**src/design/scc_pkg.sv**
```systemverilog
`default_nettype none
package scc_pkg;

  localparam int MaxVertices = 64;
  localparam int VtxW = $clog2(MaxVertices);
  localparam int CntW = $clog2(MaxVertices + 1);

  localparam logic [1:0] StatusStored  = 2'd0;
  localparam logic [1:0] StatusDropped = 2'd1;
  localparam logic [1:0] StatusCount   = 2'd2;

  localparam logic CmdAddEdge = 1'b0;
  localparam logic CmdCount   = 1'b1;

  typedef struct packed {
    logic            cmd;
    logic [VtxW-1:0] edge_source;
    logic [VtxW-1:0] edge_target;
  } in_item_t;

  typedef struct packed {
    logic [1:0]      status;
    logic [CntW-1:0] component_count;
  } out_item_t;

  // controller to datapath commands
  typedef struct packed {
    logic add_edge;     // store the input edge
    logic clear_visit;  // clear visited marks and walk stack
    logic clear_finish; // reset finish depth, component count and clear row
    logic load_outer;   // first pass outer index to zero
    logic load_outer2;  // second pass outer index to finish depth
    logic pass2;        // walk the reverse matrix
    logic fetch_outer;  // read the next second pass start from finish order
    logic outer_try;    // try outer vertex as a new start
    logic fetch_row;    // read the stack-top rows and the entry below the top
    logic walk_step;    // one step of the walk at stack top
    logic clear_graph;  // clear one row of both matrices
  } ctl_t;

  // datapath to controller status
  typedef struct packed {
    logic outer_done;   // outer loop finished
    logic stack_empty;  // walk finished
    logic clear_done;   // clearing the last row
  } sts_t;

endpackage
`default_nettype wire

```
**src/design/scc_control.sv**
```systemverilog
`default_nettype none
module scc_control (
  input  wire logic                     clk,
  input  wire logic                     rst,
  input  wire logic                     start,
  input  wire logic                     cmd,
  input  wire logic                     edge_ok,
  input  wire scc_pkg::sts_t            sts,
  output scc_pkg::ctl_t                 ctl,
  output logic                          busy,
  output logic                          done,
  output logic [1:0]                    status_code
);

  typedef enum logic [8:0] {
    S_IDLE   = 9'b000000001,
    S_TRY1   = 9'b000000010,
    S_FETCH1 = 9'b000000100,
    S_WALK1  = 9'b000001000,
    S_PICK2  = 9'b000010000,
    S_TRY2   = 9'b000100000,
    S_FETCH2 = 9'b001000000,
    S_WALK2  = 9'b010000000,
    S_CLEAR  = 9'b100000000
  } state_t;

  state_t state, state_next;
  logic init_clear;

  // next state and commands
  always_comb begin
    state_next = state;
    ctl = '0;
    case (state)
      S_IDLE: begin
        if (start && cmd == scc_pkg::CmdCount) begin
          ctl.clear_visit = 1'b1;
          ctl.clear_finish = 1'b1;
          ctl.load_outer = 1'b1;
          state_next = S_TRY1;
        end else if (start && edge_ok) begin
          ctl.add_edge = 1'b1;
        end
      end
      S_TRY1: begin
        if (sts.outer_done) begin
          ctl.clear_visit = 1'b1;
          ctl.load_outer2 = 1'b1;
          state_next = S_PICK2;
        end else begin
          ctl.outer_try = 1'b1;
          state_next = S_FETCH1;
        end
      end
      S_FETCH1: begin
        if (sts.stack_empty) begin
          state_next = S_TRY1;
        end else begin
          ctl.fetch_row = 1'b1;
          state_next = S_WALK1;
        end
      end
      S_WALK1: begin
        ctl.walk_step = 1'b1;
        state_next = S_FETCH1;
      end
      S_PICK2: begin
        ctl.pass2 = 1'b1;
        if (sts.outer_done) begin
          state_next = S_CLEAR;
        end else begin
          ctl.fetch_outer = 1'b1;
          state_next = S_TRY2;
        end
      end
      S_TRY2: begin
        ctl.pass2 = 1'b1;
        ctl.outer_try = 1'b1;
        state_next = S_FETCH2;
      end
      S_FETCH2: begin
        ctl.pass2 = 1'b1;
        if (sts.stack_empty) begin
          state_next = S_PICK2;
        end else begin
          ctl.fetch_row = 1'b1;
          state_next = S_WALK2;
        end
      end
      S_WALK2: begin
        ctl.pass2 = 1'b1;
        ctl.walk_step = 1'b1;
        state_next = S_FETCH2;
      end
      S_CLEAR: begin
        ctl.clear_graph = 1'b1;
        if (sts.clear_done) begin
          ctl.clear_visit = 1'b1;
          state_next = S_IDLE;
        end
      end
      default: state_next = S_IDLE;
    endcase
  end

  // reset starts with a clearing pass over the matrices
  always_ff @(posedge clk) begin
    if (rst) begin
      state <= S_CLEAR;
    end else begin
      state <= state_next;
    end
  end

  // result strobe and status, none after the reset clearing pass
  always_ff @(posedge clk) begin
    if (rst) begin
      done <= 1'b0;
      init_clear <= 1'b1;
      status_code <= scc_pkg::StatusStored;
    end else begin
      done <= 1'b0;
      if (state == S_IDLE && start && cmd == scc_pkg::CmdAddEdge) begin
        done <= 1'b1;
        status_code <= edge_ok ? scc_pkg::StatusStored : scc_pkg::StatusDropped;
      end else if (state == S_CLEAR && sts.clear_done) begin
        init_clear <= 1'b0;
        if (!init_clear) begin
          done <= 1'b1;
          status_code <= scc_pkg::StatusCount;
        end
      end
    end
  end

  assign busy = (state != S_IDLE);

endmodule
`default_nettype wire

```
**config.mk**
```make
export PLATFORM = sky130hd
export DESIGN_NAME = scc_control
export DESIGN_NICKNAME = d
export VERILOG_FILES = /design/src/design/scc_pkg.sv /design/src/design/scc_control.sv
export SDC_FILE = /design/constraint.sdc
export NUM_CORES = 1
export LEC_CHECK = 0
export BUFFER_PORTS_ARGS = -buffer_cell sky130_fd_sc_hd__buf_2
export CORE_MARGIN = 10
export CORE_UTILIZATION = 50
export DETAILED_ROUTE_END_ITERATION = 8
export HOLD_SLACK_MARGIN = 0.03
export PLACE_DENSITY = 0.74
export RECOVER_POWER = 25
export SLEW_MARGIN = 25
export SYNTH_ARGS = -nofsm -noshare
export SYNTH_HDL_FRONTEND = slang
export SYNTH_SLANG_ARGS = --single-unit
```
**constraint.sdc**
```tcl
create_clock -name clk -period 2.1 [get_ports clk]
set_input_delay 0.42 -clock clk [delete_from_list [all_inputs] [get_ports clk]]
set_output_delay 0.42 -clock clk [all_outputs]
set_load 0.02 [all_outputs]
```
======== Yosys cells after proc, flatten, opt, wreduce, memory -nomap -nowiden ========
Cells that the tools add are included.
word-level totals
  register bits after elaboration ......... 13
  latch bits .............................. 0
  RAM bits ................................ 0
  ROM bits ................................ 0
  input bits .............................. 8
  output and inout bits ................... 15
  word-level logic and storage cells ...... 63
  memories ................................ 0
cells by class
  add/sub/neg operators ................... 0
  $mul .................................... 0
  divide/modulo/power cells ............... 0
  order comparisons ....................... 0
  eq/ne operators ......................... 13
  shift operators ......................... 0
  multiplexer cells ....................... 31
  bitwise gates (word level) .............. 2
  reductions and logical operators ........ 13
operators with widths
  operator                                        number
  one-hot mux 9 bit (8 select lines)              1
  two-way mux 9 bit                               3
  two-way mux 1 bit                               17
  == test 9 x 1 -> 1 bit (second input constant)  1
  == test 9 x 2 -> 1 bit (second input constant)  1
  == test 9 x 3 -> 1 bit (second input constant)  1
  == test 9 x 4 -> 1 bit (second input constant)  1
  == test 9 x 5 -> 1 bit (second input constant)  1
  == test 9 x 6 -> 1 bit (second input constant)  1
  == test 9 x 7 -> 1 bit (second input constant)  1
  == test 9 x 8 -> 1 bit (second input constant)  1
  == test 9 bit (second input constant)           1
  != test 9 x 1 -> 1 bit (second input constant)  1
  two-way mux 2 bit                               4
  two-way mux 8 bit                               1
  AND reduction 2 bit                             3
  OR reduction 2 bit                              3
  logical AND 1 bit                               5
  two-way mux 5 bit                               1
  two-way mux 4 bit                               1
  != test 2 bit (second input constant)           2
  OR reduction 4 bit                              1
  two-way mux 3 bit                               1
  one-hot mux 1 bit (3 select lines)              1
  4 further kinds                                 5

======== Logic depth before layout (Yosys ltp) ========
  depth after elaboration ................. 5
  depth in mapped cells ................... 6
  gate-level depth less buffers ........... 5

======== Worst setup path after synthesis ========
Ideal clock, no wire load.
  kind .................................... flip-flop to output port
  start ................................... reg state[4]
  end ..................................... out ctl[10] (netlist name)
  arrival ................................. 1.594 ns
  required time ........................... 1.680 ns
  setup slack ............................. 0.086 ns
  stages on the path, launching flop included .. 6
  path buffers ............................ 1
  cells stage by stage .................... dfxtp_1 buf_6 or4_4 nor3_2 and4_1 and2_1
RTL lines
  what                    RTL line            source
  start, declared         scc_control.sv:27   state_t state, state_next;
  start signal, assigned  scc_control.sv:111  state <= state_next;
  end, declared           scc_control.sv:9    output scc_pkg::ctl_t ctl,

==> impl_table.tex <==
\begin{tabular}{lr}
\hline
Metric & Value \\
\hline
\multicolumn{2}{l}{\textbf{Global route}} \\
\quad Global routing usage summed across all routing layers & 14.0\% \\
\quad Largest net degree at the start of global routing & 14 \\
\quad Via count of the first global-routing pass & 890 \\
\quad Global route total overflow & 0 \\
\quad Number of antenna violations at the first check in global routing & 0 \\
\quad Wire length of the first global-routing pass & 4.04 mm \\
\multicolumn{2}{l}{\textbf{Power}} \\
\quad Leak Pwr & 0.474 nW \\
\quad Largest vdd supply drop & 390 µV \\
\quad Switching share of power & 31.3\% \\
\quad Part of the power in registers & 44.7\% \\
\quad Clock power share & 26.9\% \\
\quad Switching pwr & 0.000184 W \\
\quad Cell-internal power & 0.000404 W \\
\quad Combinational power share & 28.4\% \\
\quad Power density of the placed cells & 528 nW/µm² \\
\multicolumn{2}{l}{\textbf{Clocking}} \\
\quad H-tree Lvls & 1 \\
\quad Root buffer selected by CTS & sky130\_fd\_sc\_hd\_\_clkbuf\_4 \\
\quad Clock tree buffer depth & 2 \\
\quad Clock edge transition at the registers on the reported setup and hold paths & 0.08 ns \\
\quad Clk sinks & 13 \\
\quad Worst-skew pair later-pin latency & 0.28 ns \\
\quad Cts bufs inserted & 3 \\
\quad TritonCTS clock tree & done \\
\multicolumn{2}{l}{\textbf{Drt}} \\
\quad Detail Route met3 WL & 237 µm \\
\quad Count of vias placed by the detailed router & 913 \\
\quad Detailed-router iteration count before antenna repair & 5 \\
\quad Highest metal layer with signal wires & met4 \\
\quad Met2 wire length & 1.23 mm \\
\quad DRC marker count from the first detailed-route iteration & 37 \\
\quad Routed Antenna Nets & 0 \\
\quad Total Routed Length & 2.47 mm \\
\quad \# DRC & 0 \\
\quad Wire per inst & 16.2 µm \\
\quad Post-Route M1 WL & 932 µm \\
\quad Post-DR vias/cell & 6.01 \\
\multicolumn{2}{l}{\textbf{Floorplan}} \\
\quad X dimension of the die & 61.3 µm \\
\quad Full die area & 3760 µm² \\
\quad Area of the core & 1560 µm² \\
\quad Standard-cell row count & 14 \\
\quad Effective utilization at floorplan & 54.7\% \\
\quad Y dimension of the die & 61.3 µm \\
\quad I/O pins & 23 \\
\multicolumn{2}{l}{\textbf{STA}} \\
\quad Max Clock Freq & 0.441 GHz \\
\quad Endpoints failing setup & 5 \\
\quad Max Slew Vio Count & 0 \\
\quad Layout Skew & 0.00524 ns \\
\quad Clock period minus worst slack & 2.27 ns \\
\quad Final period util & 108\% \\
\quad Final WS setup & -0.170 ns \\
\quad Unrepaired setup endpoints after global routing & true \\
\quad Number of failing hold endpoints at the final stage & 0 \\
\quad Max\_slew headroom & 65.9\% \\
\quad Tightest Pin Transition & 0.512 ns \\
\multicolumn{2}{l}{\textbf{Outcome}} \\
\quad Status & finished, violations left \\
\quad Violations in the final reports & negative setup slack \\
\multicolumn{2}{l}{\textbf{Layout}} \\
\quad Final-layout fill cell count & 114 \\
\quad Relative area change from synthesis to final layout & 30.7\% \\
\quad Final Net Count & 145 \\
\quad Final instance area & 1110 µm² \\
\quad Cell Count, Final, Fillers Out & 152 \\
\quad Diode count & 0 \\
\quad Fraction of final layout cells sized beyond drive strength 1 & 38.2\% \\
\quad Core occupancy in the finished layout & 71.4\% \\
\multicolumn{2}{l}{\textbf{Synth}} \\
\quad Synthesized flop and latch total & 13 \\
\quad Fraction of synthesized cell area taken by the top area cell type & 30.5\% \\
\quad Synth top area cells & sky130\_fd\_sc\_hd\_\_dfxtp\_1, sky130\_fd\_sc\_hd\_\_a21oi\_1, sky130\_fd\_sc\_hd\_\_nor4b\_1 \\
\quad Most common cell in the netlist & sky130\_fd\_sc\_hd\_\_dfxtp\_1 \\
\quad Cell Area, Synth & 852 µm² \\
\quad Share of synthesized registers carrying an async set or reset & 0\% \\
\quad Synth warn & 0 \\
\quad Cell taking the most area after synthesis & sky130\_fd\_sc\_hd\_\_dfxtp\_1 \\
\quad Distinct cell type count after synthesis & 42 \\
\quad Gate count after technology mapping & 102 \\
\quad Mean instance size in the synthesized netlist & 8.35 µm² \\
\quad Ranking of synthesized cells by instance count & sky130\_fd\_sc\_hd\_\_dfxtp\_1, sky130\_fd\_sc\_hd\_\_nor2\_1, sky130\_fd\_sc\_hd\_\_a21oi\_1, sky130\_fd\_sc\_hd\_\_inv\_1 \\
\quad Main flop type after synthesis & sky130\_fd\_sc\_hd\_\_dfxtp\_1 \\
\quad Synthesized net count & 110 \\
\quad Number of enable-type register cells in the synthesized netlist & 0 \\
\quad Sequential fraction of the synthesis area & 30.5\% \\
\multicolumn{2}{l}{\textbf{Place}} \\
\quad HPWL Detailed & 1.75 mm \\
\quad Placed cell area & 992 µm² \\
\quad Buffers added on ports & 22 \\
\quad Last weighted congestion value of the routability-driven placer & 0.871 \\
\quad Number of cells after detailed placement & 142 \\
\quad Setup WS pre-CTS & 0.0454 ns \\
\multicolumn{2}{l}{\textbf{Worst setup path}} \\
\quad Category of the worst setup path launch point & register \\
\quad CP max FO & 4 \\
\quad Required time of the critical path & 1.68 ns \\
\quad Worst setup path class & register to output pin \\
\quad Arrival time worst endpoint & 1.85 ns \\
\quad Kind of capture point of the worst setup path & output pin \\
\multicolumn{2}{l}{\textbf{Min path}} \\
\quad Type of the worst min-delay path & input pin to register \\
\multicolumn{2}{l}{\textbf{Job}} \\
\quad Maximum capacitance violations & 0 \\
\hline
\end{tabular}
per-layer routing:
| metal | GRT usage, % | up-vias |
|---|---|---|
| met5 | 0 | - |
| met4 | 5.54 | 0 |
| met2 | 23.8 | 53 |
| li1 | - | 441 |
| met1 | 15.5 | 407 |
| met3 | 5.14 | 12 |
per-stage QoR:
stage | hold slack (ns) | TNS [ns] | total power (W)
finish | 0.361 | -0.572 | 0.000588
global route | 0.363 | -1.08 | 0.000619
CTS | 0.357 | -0.681 | 0.000590
global placement | 0.443 | 0 | 0.000415
floorplan | 0.427 | 0 | 0.000366
detailed placement | 0.439 | 0 | 0.000417
sequential cells by signal, summed over array words and instances (netlist names):
signal,flops
done,1
status_code,2
init_clear,1
state,9
kinds of logic (layout without fill, tap and decap cells):
kind of cell / count (synthesis) / in the layout / synth area share (%)
AND/OR/NAND/NOR: 49 / 49 / 39.5
AO/OA/AOI/OAI: 21 / 21 / 15.6
buffers and inverters: 15 / 49 / 10.3
XOR/XNOR: 4 / 4 / 4.11
flip-flops: 13 / 13 / 30.5
path summary, 6_finish.rpt:
check / slack (ns) / cells past startpoint / endpoint / startpoint
max: -0.17 / 5 / ctl[9] / state[4]$_SDFFE_PP0P_
min: 0.36 / 2 / state[3]$_SDFFE_PP0P_ / sts[1]
max reg2reg: 0.34 / 6 / state[4]$_SDFFE_PP0P_ / state[4]$_SDFFE_PP0P_
min reg2reg: 0.45 / 2 / status_code[1]$_SDFFE_PP0P_ / status_code[1]$_SDFFE_PP0P_
cells in the final DEF (no fill, tap or decap), drive strengths merged, types with 3 or more instances in the layout:
cell type  synthesis  final
nor2               8      8
o211ai             3      3
nand4              5      5
xor2               3      3
clkbuf             0      7
nor4b              4      4
buf                7     34
nand2              5      5
o21ai              3      3
inv                8      8
a21oi              7      7
nor3               8      8
dfxtp             13     13
cell type report:
class                      count  area, µm²  area share, %
inverter                       8       30.0           2.70
clock buffer                   4       26.3           2.36
multi-input combinational     74        524           47.1
sequential                    13        264           23.7
timing repair buffer          37        249           22.4
tap                           16       20.0           1.80
repair_timing:
item	in CTS	in global routing
setup endpoints to repair	7	8
pin swaps	9	7
hold buffers	0	0
buffers inserted	5	1
resized for setup	16	3
critical path: stages, from the launching register on:
cell and delay [ns]:
sky130_fd_sc_hd__dfxtp_1 0.31, sky130_fd_sc_hd__or4_4 0.57, sky130_fd_sc_hd__nor3_4 0.19, sky130_fd_sc_hd__nand4_1 0.21
sky130_fd_sc_hd__o211ai_1 0.13, sky130_fd_sc_hd__buf_4 0.17
power groups by stage:
stage / logic [W] / registers, W / clock network, W
after floorplan: 0.0000931 / 0.000273 / 0
after detailed placement: 0.000149 / 0.000269 / 0
final: 0.000167 / 0.000263 / 0.000158
after global placement: 0.000147 / 0.000268 / 0
after CTS: 0.000166 / 0.000263 / 0.000161
after global routing: 0.000181 / 0.000264 / 0.000174
Power figures use the tool's default switching activity.
